===== config.mk =====
export PLATFORM = sky130hd
export DESIGN_NAME = smx_ctrl
export DESIGN_NICKNAME = d
export VERILOG_FILES = /design/src/design/softmax_vector_core_assert.svh /design/src/design/smx_pkg.sv /design/src/design/smx_ctrl.sv
export SDC_FILE = /design/constraint.sdc
export NUM_CORES = 1
export LEC_CHECK = 0
export BUFFER_PORTS_ARGS = -buffer_cell sky130_fd_sc_hd__clkbuf_2
export CAP_MARGIN = 5
export CORE_MARGIN = 1.5
export CORE_UTILIZATION = 50
export CTS_CLUSTER_SIZE = 8
export DETAILED_ROUTE_END_ITERATION = 8
export GPL_ROUTABILITY_DRIVEN = 1
export GPL_TIMING_DRIVEN = 1
export PLACE_DENSITY = 0.84
export SLEW_MARGIN = 10
export SYNTH_ARGS = -nofsm -noshare
export SYNTH_HDL_FRONTEND = slang
export SYNTH_SLANG_ARGS = --single-unit

===== constraint.sdc =====
create_clock -name clk -period 4.59 [get_ports clk]
set_clock_uncertainty 0.2 [all_clocks]
set_input_delay 0.2295 -clock clk [delete_from_list [all_inputs] [get_ports clk]]
set_output_delay 0.2295 -clock clk [all_outputs]
set_load 0.02 [all_outputs]

===== src/design/softmax_vector_core_assert.svh =====
// Assertion macros shared by the softmax vector core.
// Each expects clk and rst_n in the scope of the use.
`ifndef SOFTMAX_VECTOR_CORE_ASSERT_SVH
`define SOFTMAX_VECTOR_CORE_ASSERT_SVH

// same-cycle implication
`define SMX_ASSERT_IMP(label, ante, cons) \
  label: assert property (@(posedge clk) disable iff (!rst_n) (ante) |-> (cons)) \
    else $error("smx assertion failed");

// next-cycle implication
`define SMX_ASSERT_NXT(label, ante, cons) \
  label: assert property (@(posedge clk) disable iff (!rst_n) (ante) |=> (cons)) \
    else $error("smx assertion failed");

`endif


===== src/design/smx_pkg.sv =====
package smx_pkg;

  localparam int SCORE_W   = 16;
  localparam int PROB_W    = 16;
  localparam int Q_W       = 63;   // holds 1.0 in Q62
  localparam int PROD_W    = 125;
  localparam int DVD_W     = 64;
  localparam int EXP_BITS  = 16;
  localparam int BIT_W     = 4;
  localparam int SER_W     = 4;

  localparam logic [SER_W-1:0] SER_TERMS = 4'd12;
  localparam logic [BIT_W-1:0] SQ_LAST   = 4'd14;
  localparam logic [BIT_W-1:0] BIT_LAST  = 4'd15;

  localparam logic [Q_W-1:0] Q_ONE      = {1'b1, {(Q_W-1){1'b0}}};
  localparam logic [Q_W-1:0] ROUND_HALF = {{(Q_W-46){1'b0}}, 1'b1, {45{1'b0}}};
  localparam logic [SCORE_W-1:0] SCORE_MIN = {1'b1, {(SCORE_W-1){1'b0}}};
  localparam logic [PROB_W-1:0]  PROB_MAX  = {PROB_W{1'b1}};

  typedef enum logic [3:0] {
    S_SER_GO, S_SER_WAIT, S_SQ_GO, S_SQ_WAIT, S_IDLE, S_EXP_RD, S_EXP_D,
    S_BIT, S_BIT_WAIT, S_EXP_WR, S_DIV_RD, S_DIV_GO, S_DIV_WAIT, S_OUT
  } ctrl_state_t;

  typedef struct packed {
    logic ser_go;
    logic ser_upd;
    logic sq_go;
    logic sq_wr;
    logic load;
    logic exp_init;
    logic mul_acc_go;
    logic bit_step;
    logic acc_wr;
    logic exp_wr;
    logic idx_adv;
    logic idx_clr;
    logic div_go;
    logic out_load;
    logic vec_clr;
  } cmd_t;

  typedef struct packed {
    logic div_done;
    logic mul_done;
    logic ser_last;
    logic sq_last;
    logic bit_set;
    logic bit_last;
    logic elem_last;
    logic in_end;
  } stat_t;

endpackage


===== src/design/smx_ctrl.sv =====
module smx_ctrl (
  input  logic           clk,
  input  logic           rst_n,
  input  logic           in_valid,
  input  logic           out_ready,
  input  smx_pkg::stat_t stat,
  output smx_pkg::cmd_t  cmd,
  output logic           in_ready,
  output logic           out_valid
);
  import smx_pkg::*;

  ctrl_state_t state_r, state_nxt;

  always_ff @(posedge clk) begin
    if (!rst_n) state_r <= S_SER_GO;
    else        state_r <= state_nxt;
  end

  always_comb begin
    state_nxt = state_r;
    unique case (state_r)
      S_SER_GO:   state_nxt = S_SER_WAIT;
      S_SER_WAIT: if (stat.div_done) state_nxt = stat.ser_last ? S_SQ_GO : S_SER_GO;
      S_SQ_GO:    state_nxt = S_SQ_WAIT;
      S_SQ_WAIT:  if (stat.mul_done) state_nxt = stat.sq_last ? S_IDLE : S_SQ_GO;
      S_IDLE:     if (in_valid && stat.in_end) state_nxt = S_EXP_RD;
      S_EXP_RD:   state_nxt = S_EXP_D;
      S_EXP_D:    state_nxt = S_BIT;
      S_BIT: begin
        if (stat.bit_set)       state_nxt = S_BIT_WAIT;
        else if (stat.bit_last) state_nxt = S_EXP_WR;
      end
      S_BIT_WAIT: if (stat.mul_done) state_nxt = stat.bit_last ? S_EXP_WR : S_BIT;
      S_EXP_WR:   state_nxt = stat.elem_last ? S_DIV_RD : S_EXP_RD;
      S_DIV_RD:   state_nxt = S_DIV_GO;
      S_DIV_GO:   state_nxt = S_DIV_WAIT;
      S_DIV_WAIT: if (stat.div_done) state_nxt = S_OUT;
      S_OUT:      if (out_ready) state_nxt = stat.elem_last ? S_IDLE : S_DIV_RD;
      default:    state_nxt = S_SER_GO;
    endcase
  end

  always_comb begin
    cmd       = '0;
    in_ready  = 1'b0;
    out_valid = 1'b0;
    unique case (state_r)
      S_SER_GO:   cmd.ser_go = 1'b1;
      S_SER_WAIT: cmd.ser_upd = stat.div_done;
      S_SQ_GO:    cmd.sq_go = 1'b1;
      S_SQ_WAIT:  cmd.sq_wr = stat.mul_done;
      S_IDLE: begin
        in_ready = 1'b1;
        cmd.load = in_valid;
      end
      S_EXP_RD:   ;
      S_EXP_D:    cmd.exp_init = 1'b1;
      S_BIT: begin
        cmd.mul_acc_go = stat.bit_set;
        cmd.bit_step   = !stat.bit_set;
      end
      S_BIT_WAIT: begin
        cmd.acc_wr   = stat.mul_done;
        cmd.bit_step = stat.mul_done;
      end
      S_EXP_WR: begin
        cmd.exp_wr  = 1'b1;
        cmd.idx_clr = stat.elem_last;
        cmd.idx_adv = !stat.elem_last;
      end
      S_DIV_RD:   ;
      S_DIV_GO:   cmd.div_go = 1'b1;
      S_DIV_WAIT: cmd.out_load = stat.div_done;
      S_OUT: begin
        out_valid   = 1'b1;
        cmd.vec_clr = out_ready && stat.elem_last;
        cmd.idx_adv = out_ready && !stat.elem_last;
      end
      default: ;
    endcase
  end

endmodule


# ---- Yosys cells after proc, flatten, opt, wreduce, memory -nomap -nowiden
# Cells that the tools add are included.
dict set report classes {
  add_sub_neg 0
  multipliers 0
  div_mod_pow 0
  magnitude_cmp 0
  n_eq_ne 20
  shift 0
  n_mux 31
  bitwise 0
  n_reduce_logical 7
}
# cell n
set ops {}
lappend ops {{4-bit case mux with 14 select lines} 1}
lappend ops {{4-bit 2-to-1 mux} 11}
lappend ops {{4-bit == test (second input constant)} 6}
lappend ops {{4-bit by 3-bit == test with 1-bit output (second input constant)} 4}
lappend ops {{1-bit 2-to-1 mux} 15}
lappend ops {{2-bit != test (second input constant)} 6}
lappend ops {{4-bit by 2-bit == test with 1-bit output (second input constant)} 2}
lappend ops {{7-bit AND reduction} 1}
lappend ops {{4-bit by 1-bit == test with 1-bit output (second input constant)} 1}
lappend ops {{4-bit logical NOT} 1}
lappend ops {{1-bit case mux with 2 select lines} 2}
lappend ops {{1-bit logical AND} 3}
lappend ops {{3-bit 2-to-1 mux} 1}
lappend ops {{3-bit != test (second input constant)} 1}
lappend ops {{1-bit logical NOT} 2}
lappend ops {{2-bit 2-to-1 mux} 1}
dict set report word_totals {
  reg_bits 4
  latch_bits 0
  mem_bits_rw 0
  rom_bits 0
  input_bits 12
  output_inout_bits 17
  elab_cells 59
  mem_count 0
}

# ---- Depth between registers and ports, before layout
# Gate-level depths: netlist of the first run.
dict set report logic_depth {
  word_depth 3
  depth_mapped 5
  mapped_depth_nobuf 4
}

# ---- Least setup slack after synthesis of the first run
# OpenSTA, ideal clock, no wires.
dict set report synth_timing {
  path_kind {reg-to-output}
  start {register state_r[2]}
  end {output cmd[0] (netlist name)}
  t_arrival_ns 1.600
  required_time_ns 4.161
  slack_ns 2.560
  path_stages_with_launch 5
  path_buffers 1
  path_cell_list {dfxtp_1 -> buf_2 -> inv_1 -> nor3_1 -> and3_1}
}
# element line
set synth_lines {}
lappend synth_lines {{start, declared} smx_ctrl.sv:13} ;# ctrl_state_t state_r, state_nxt;
lappend synth_lines {{start signal, assigned} smx_ctrl.sv:17} ;# else state_r <= state_nxt;
lappend synth_lines {{end, declared} smx_ctrl.sv:7} ;# output smx_pkg::cmd_t cmd,

==> results.ini, run 1 <==
[outcome]
status = completed

[grt]
grt_use_total = 0.2837
antenna_found_initial = 0
globalRoute.totalOverflow = 0
grt_max_degree = 27
grt_pass1_wl_um = 2911
first_global_vias = 638

[power_and_ir_drop]
p_per_area_nw_per_um2 = 551.0
p_switching_w = 0.0002406
max-vdd-ir-drop_mv = 0.3800
power_leakage_nw = 0.3633
power_frac_clock = 0.105
power_frac_seq = 0.296
switching_share = 0.5504
pwr-share-comb = 0.599
p_int_w = 0.0001965

[clock_network]
ctsLongestPathBuffers = 2
clock-sinks = 4
path_clk_slew_ps = 40
cts_tree = done
htree_levels = 1
clk_root_buffer_cell = clkbuf_4
cts_hold_buf = 0
post_cts_resized = 0
cts_buffers = 3
post-cts-setup-buffers = 0
worstSkewPairLatency_ps = 240

[place]
hpwlAfterDp_um = 1349
dpl-instance-area_um2 = 770.7
portBuffers = 28
gp_congestion = 0.7769

[sta]
rsz0062_at_grt = false
min_period_ps = 2330
finalCritPeriodShare = 0.5076
hold_ws_ps = 14.89
report.final.slew_viol_count = 0
hold_viol_final = 0
slew_headroom = 0.4952
fmax_ghz = 0.4292
finalSetupViolations = 0
fin_tns_setup_ps = 0
tightest_slew_ps = 756.2

[critical_path]
reg2reg_from = state_r[3]
worst-path-max-fanout = 24
critical_path.startpoint = state_r[0]
cp.arrival_ps = 1900
start_kind = register
end_kind = primary output
r2r_slack_ps = 2390
reg2reg_to = state_r[0]
rr_worst_depth = 4
crit_path_end = cmd[7]
crit_type = register to primary output
required_ps = 4160

[synthesis]
netlist_area_um2 = 668.1
ys_seq_area_frac = 0.1199
synthFlopType = dfxtp_1
netlist.area_leader.share = 0.1199
synth-edff-count = 0
synth-async-reset-ratio = 0
ys_ff_latch = 4
syn-num-nets = 103
postSynthCellCount = 91
synth_area_per_cell_um2 = 7.342
synthTopCellsByArea = dfxtp_1 12%, nor3_1 6.0%, buf_6 5.1%
ys_warn_count = 0
synth_top_area_cell = dfxtp_1
synth.lib_cells_used.distinct = 44

[floorplanning]
io_pins = 29
coreArea_um2 = 1171
die_w_um = 39.56
die_area_um2 = 1565
initial_utilization = 0.5705
rows = 12
chipHeight_um = 39.56

[finish]
num-nets-final = 129
top_register = state_r
drive_gt1_frac = 0.3217
ff_latch_area_um2 = 80.08
reg_top3 = state_r: 4 flops
multi_input_area_um2 = 510.5
nFillCells = 115
area_delta_synth_final_pct = 18.73
fin_area_um2 = 793.3
largest_reg_flops = 4
n_antenna_cell = 0

[job]
maxCapViolCount = 0

[routing]
routedWlPerCell_um = 14.25
drt-total-wl_um = 1838
vias_per_cell = 6.093
vias = 786
drc = 0
first_pass_iters = 4
final_antenna_net_count = 0
drt_first_iter_violations = 23

[min_path]
hold_path.class = input port to register

-- worst min-delay path by stage --
stage | endpoint | start | cells after the start
2_1_floorplan | state_r[2] | rst_n | 1
3_3_place_gp | state_r[2] | rst_n | 2
3_5_place_dp | state_r[2] | rst_n | 2
4_1_cts | state_r[2] | rst_n | 2
5_1_grt | state_r[2] | rst_n | 2
6_report | state_r[2] | rst_n | 2
-- logic make-up (layout without fill, tap and decap cells) --
kind of cell / Yosys count / count (layout) / synth area share
and+or+nand+nor: 45 / 45 / 0.4363
AOI/OAI and AO/OA: 28 / 28 / 0.3127
buffers and inverters: 13 / 37 / 0.1161
DFF: 4 / 4 / 0.1199
muxes: 1 / 1 / 0.01498
-- cell usage in the layout (no fill, tap or decap), drive strengths merged, types with 2 or more instances in the layout --
cell type  instances
clkbuf            31
nor3               9
nand2              7
inv                6
and3               5
o21ai              5
nor2               4
nor2b              4
a31oi              4
dfxtp              4
a21oi              3
nor4b              3
and2               2
o31a               2
and3b              2
a211oi             2
nor4               2
-- per-layer routing --
layer / vias up / track usage / routed length (µm)
met5: - / 0 / 0
met3: 2 / 0.05114 / 121
li1: 403 / - / -
met4: 0 / 0.07759 / 8
met2: 36 / 0.4918 / 898
met1: 345 / 0.3502 / 808
-- synthesized netlist by cell type (2+ instances only) --
library cell	number
nor3_1	8
inv_1	6
nand2_1	6
and3_1	5
o21ai_0	5
a31oi_1	4
dfxtp_1	4
nor2_1	4
nor2b_1	4
a21oi_1	3
buf_6	3
a211oi_1	2
and2_1	2
and3b_1	2
buf_2	2
nor4b_1	2
o31a_1	2
-- through the flow --
stage / setup slack (ps) / util / std cells / total power (W)
after floorplan: 2560 / - / 91 / 0.0003439
after global placement: 2516 / 0.6581 / 126 / 0.0003770
after detailed placement: 2422 / 0.6581 / 126 / 0.0003853
after CTS: 2280 / 0.6774 / 129 / 0.0004337
after global routing: 2113 / 0.6774 / 129 / 0.0004806
final: 2260 / 0.6774 / 129 / 0.0004371
-- final cells by class --
cell class	instances	area share
clock buffers	3	0.02839
inverters	6	0.02839
multi-input cells	74	0.6435
flip-flops and latches	4	0.1009
well taps	14	0.02208
repair buffers	28	0.1767
-- critical path, cell delays in order (launching register included) --
cell and delay [ps]:
dfxtp_1 770, and2b_1 300, and3_1 210, or2_1 230
clkbuf_2 150
-- power groups by stage --
stage	clock (W)	combinational, W	sequential, W
2_1_floorplan	0	0.000276	0.0000682
3_3_place_gp	0	0.000250	0.000127
3_5_place_dp	0	0.000259	0.000127
4_1_cts	0.0000461	0.000261	0.000127
5_1_grt	0.0000494	0.000290	0.000141
6_report	0.0000458	0.000262	0.000129
Note: power is estimated with default switching activity, not from simulation.
==> run 2: changes to the inputs <==
CORE_ASPECT_RATIO = 0.9   (was default)
CORE_UTILIZATION = 42   (was 50)
PLACE_DENSITY = 0.75   (was 0.84)
clock period = 2.1 ns   (was 4.59 ns; I/O delays follow)
==> run 2 against run 1 <==
Register-to-register slack lost 2100 ps. First-iteration DRC count is the same. Power grew 130%. Sequential power grew 75%. Sequential share of layout area shrank 0.57 points. Cell area grew 9.3%. Clock power grew 100%. Combinational power grew to 2.7 times the previous value. Die area grew 18%. Hold slack gained 140 ps. Sequential cell count is the same. Utilization shrank 8.5 points. Critical path type unchanged.
==> results.ini, run 2 (same netlist as run 1, synthesis figures left out) <==
[critical_path]
cp.arrival_ps = 1600
path_cells = buf_4, and2b_1, and3_1, or2_1, clkbuf_2
r2r_slack_ps = 300
rr_worst_depth = 4
cpMaxStageDelayCell = dfxtp_2
crit_family = simple AND/OR/NAND/NOR gates
required_ps = 1790
critical_path.startpoint = state_r[3]
crit_type = register to primary output
worstSetupPathDepth = 5
start_kind = register
end_kind = primary output
max_stage_delay_ps = 380
crit_buf_inv = 2
worst-path-max-fanout = 14
reg2reg_from = state_r[1]
reg2reg_to = state_r[2]

[routing]
first_pass_iters = 4
drt_first_iter_violations = 23
final_antenna_net_count = 0
drt-total-wl_um = 1814
routedWlPerCell_um = 13.05
vias_per_cell = 5.921
vias = 823
drc = 0

[finish]
num-nets-final = 138
n_antenna_cell = 0
layout.cells.most_common = clkbuf_2
fin_area_um2 = 867.1
ff_latch_area_um2 = 82.58
reg_top3 = state_r: 4 flops
top_register = state_r
largest_reg_flops = 4
drive_gt1_frac = 0.3790
final_cell_mix = 28 x clkbuf_2, 8 x nor3_1, 8 x buf_4
nFillCells = 136
area_delta_synth_final_pct = 29.78
multi_input_area_um2 = 510.5

[sta]
slew_headroom = 0.7162
finalCritPeriodShare = 0.9087
tightest_slew_ps = 422.1
fin_tns_setup_ps = 0
finalSetupViolations = 0
fmax_ghz = 0.5240
rsz0062_at_grt = false
hold_viol_final = 0
min_period_ps = 1908
report.final.slew_viol_count = 0

[clock_network]
htree_levels = 1
ctsLongestPathBuffers = 2
worstSkewPairLatency_ps = 230
cts_tree = done
cts_buffers = 3
clock-sinks = 4
post-cts-setup-buffers = 0
path_clk_slew_ps = 40
clk_root_buffer_cell = clkbuf_4

[floorplanning]
initial_utilization = 0.4564
die_w_um = 45.04
chipHeight_um = 40.84
rows = 13
coreArea_um2 = 1464
die_area_um2 = 1839
io_pins = 29

[grt]
grt_pass1_wl_um = 3001
grt_max_degree = 18
first_global_vias = 709
grt_use_total = 0.2189
antenna_found_initial = 0
globalRoute.totalOverflow = 0

[place]
gp_congestion = 0.9276
hpwlAfterDp_um = 1474
dpl-instance-area_um2 = 832.0
portBuffers = 28

[outcome]
status = completed

[min_path]
whs_endpoint = state_r[2]
hold_path.class = input port to register
whs_path_depth = 4
min_from = stat[0]

[job]
maxCapViolCount = 0

[power_and_ir_drop]
max-vdd-ir-drop_mv = 0.4874
p_per_area_nw_per_um2 = 1183
power_leakage_nw = 0.4082

run 2: layout make-up:
| cell class | count | share of cell area |
|---|---|---|
| tap | 15 | 0.02165 |
| clock buffer | 3 | 0.02597 |
| multi-input combinational | 74 | 0.5887 |
| inverter | 6 | 0.02597 |
| sequential | 4 | 0.09524 |
| timing repair buffer | 37 | 0.2424 |
run 2: worst max path at each step:
stage | to | slack, ps
6_report | cmd[7] | 190
5_1_grt | cmd[7] | 110
4_1_cts | cmd[7] | 10
3_5_place_dp | state_r[2] | 180
3_3_place_gp | state_r[1] | 230
2_1_floorplan | cmd[0] | 190
run 2: timing repair:
item | in CTS | in global routing
hold buffers | 1 | 0
gates resized for setup | 0 | 2
hold endpoints to repair | 4 | 0
setup endpoints to repair | 0 | 7
run 2: report_power, final:
group | total [W] | internal, W | switching (W)
Clock | 0.0000917 | 0.0000637 | 0.0000281
Sequential | 0.000226 | 0.000114 | 0.000112
Combinational | 0.000708 | 0.000325 | 0.000382
run 2: metrics by stage:
step / instances / worst slack, ps / total power (W) / hold slack [ps] / util
5_1_grt: 139 / 114.5 / 0.001133 / 180.3 / 0.5923
4_1_cts: 139 / 12.52 / 0.001028 / 151.7 / 0.5906
3_3_place_gp: 135 / 229.2 / 0.0009177 / 143.3 / 0.5684
3_5_place_dp: 135 / 178.1 / 0.0009289 / 142.2 / 0.5684
2_1_floorplan: 91 / 194.7 / 0.0007516 / 32.91 / -
6_report: 139 / 191.7 / 0.001026 / 159.4 / 0.5923
run 2: routing by layer:
layer | routed length, µm | GRT usage | up-vias
met5 | 0 | 0 | -
met4 | 0 | 0.04412 | 0
met3 | 108 | 0.03524 | 0
met2 | 891 | 0.3857 | 36
met1 | 815 | 0.2842 | 367
li1 | - | - | 420
run 2: worst register-to-register path, stage by stage, from the launching register on:
cell and delay [ps]:
dfxtp_1 530, nor4bb_1 420, o31a_1 240, a221oi_1 60, o31a_1 250
==> run 3: changes to the inputs <==
RECOVER_POWER = 50   (was default)
==> run 3 against run 2 <==
Cell area decreased by 1.4%. Die area did not move. Largest cell class unchanged. Sequential share of layout area grew 0.14 points. Largest power group unchanged. Critical path depth is 1 lower. Non-clock buffer count is the same. Clock power fell by 0.5%. Power down 1.1%. Sequential power hardly changed. Count of clock-buffer cells in the layout unchanged. Hold slack gained 0.76 ps.
==> results.ini, run 3 (same netlist as run 1, synthesis figures left out) <==
[routing]
drt-met1-wl_um = 824
wl_met3_um = 109
drc = 0
first_pass_iters = 4
drt-total-wl_um = 1828
drt_first_iter_violations = 22
vias_per_cell = 5.906
routed.top_layer = met3
dr_wl_met2_um = 895
final_antenna_net_count = 0
routedWlPerCell_um = 13.15
vias = 821

[finish]
top_register = state_r
nFillCells = 141
ff_latch_area_um2 = 82.58
area_delta_synth_final_pct = 27.90
num-nets-final = 138
largest_reg_flops = 4
n_antenna_cell = 0
fin_util = 0.5838
final_cell_mix = 21 x clkbuf_2, 8 x nor3_1, 8 x clkbuf_1
multi_input_area_um2 = 510.5
drive_gt1_frac = 0.3145
layout.cells.most_common = clkbuf_2
reg_top3 = state_r: 4 flops

[clock_network]
path_clk_slew_ps = 40
worstSkewPairLatency_ps = 230
clock-sinks = 4
cts_tree = done
ctsLongestPathBuffers = 2
clk_root_buffer_cell = clkbuf_4
cts_buffers = 3
htree_levels = 1

[critical_path]
reg2reg_to = state_r[2]
cpMaxStageDelayCell = dfxtp_2
reg2reg_from = state_r[1]
crit_path_end = cmd[7]
critical_path.startpoint = state_r[0]
required_ps = 1790
crit_family = simple AND/OR/NAND/NOR gates
path_cells = and2b_1, and3_1, or2_1, clkbuf_2
start_kind = register
crit_type = register to primary output
end_kind = primary output
max_stage_delay_ps = 500
r2r_slack_ps = 300
worst-path-max-fanout = 17
crit_buf_inv = 1
worstSetupPathDepth = 4
rr_worst_depth = 4
cp.arrival_ps = 1610

[min_path]
whs_path_depth = 4
hold_path.class = input port to register

[sta]
min_period_ps = 1911
report.final.slew_viol_count = 0
rsz0062_at_grt = false
fmax_ghz = 0.5232
hold_viol_final = 0
fin_tns_setup_ps = 0
slew_headroom = 0.7044
finalCritPeriodShare = 0.9102
finalSetupViolations = 0
tightest_slew_ps = 439.6
hold_ws_ps = 160.2

[floorplanning]
die_w_um = 45.04
rows = 13
io_pins = 29
coreArea_um2 = 1464
chipHeight_um = 40.84
die_area_um2 = 1839
initial_utilization = 0.4564

[place]
portBuffers = 28
gp_congestion = 0.9276
hpwlAfterDp_um = 1474

[outcome]
status = completed

[power_and_ir_drop]
power_leakage_nw = 0.3805
power_frac_seq = 0.226
max-vdd-ir-drop_mv = 0.4923
power_frac_clock = 0.090
p_int_w = 0.0004901
switching_share = 0.5168
pwr-share-comb = 0.684
p_per_area_nw_per_um2 = 1187
p_switching_w = 0.0005243

[grt]
grt_max_degree = 18
globalRoute.totalOverflow = 0
first_global_vias = 709
antenna_found_initial = 0
grt_use_total = 0.2189
grt_pass1_wl_um = 3001

[job]
maxCapViolCount = 0

## run 3: cell count changes in the layout (fill, tap and decap cells not counted), sizes merged
| cell | before | now |
|---|---|---|
| buf | 8 | 7 |
| clkbuf | 31 | 32 |
## run 3: power by group through the flow
stage	sequential [W]	clock, W	combinational [W]
floorplan	0.000149	0	0.000603
global placement	0.000223	0	0.000695
detailed placement	0.000222	0	0.000707
CTS	0.000222	0.0000938	0.000712
global route	0.000244	0.000106	0.000771
finish	0.000229	0.0000912	0.000694
## run 3: worst min path at each step
stage | startpoint | end | slack, ps
floorplan | rst_n | state_r[2] | 30
global placement | rst_n | state_r[2] | 140
detailed placement | rst_n | state_r[2] | 140
CTS | stat[0] | state_r[2] | 150
global route | stat[0] | state_r[2] | 180
finish | stat[0] | state_r[2] | 160
## run 3: repair_timing
item | in CTS | in global routing
hold endpoints to repair | 4 | 0
endpoints found under the setup margin | 0 | 7
resized for setup | 0 | 2
hold buffers | 1 | 0
setup buffers | 0 | 0
## run 3: area by class of cell
cell class / count / area share
Multi-Input combinational cell: 74 / 0.5974
Timing Repair Buffer: 37 / 0.2313
Sequential cell: 4 / 0.09663
Clock buffer: 3 / 0.02635
Inverter: 6 / 0.02635
Tap cell: 15 / 0.02196
## run 3: layer usage
metal  vias up  global-route usage
met5         -                   0
met4         0             0.04412
met3         0             0.03524
met2        35              0.3857
met1       371              0.2842
li1        415                   -
## run 3: stage by stage
stage / std cells / power (W) / area, µm² / setup slack, ps
2_1_floorplan: 91 / 0.0007516 / 668.1 / 194.7
3_3_place_gp: 135 / 0.0009177 / 832.0 / 229.2
3_5_place_dp: 135 / 0.0009289 / 832.0 / 178.1
4_1_cts: 139 / 0.001028 / 864.6 / 12.52
5_1_grt: 139 / 0.001120 / 854.6 / 93.59
6_report: 139 / 0.001014 / 854.6 / 188.5
## run 3: tightest hold or removal path: stages
cell	delay, ps
clkbuf_2	80
nand2_1	80
a32o_2	160
o31a_1	130
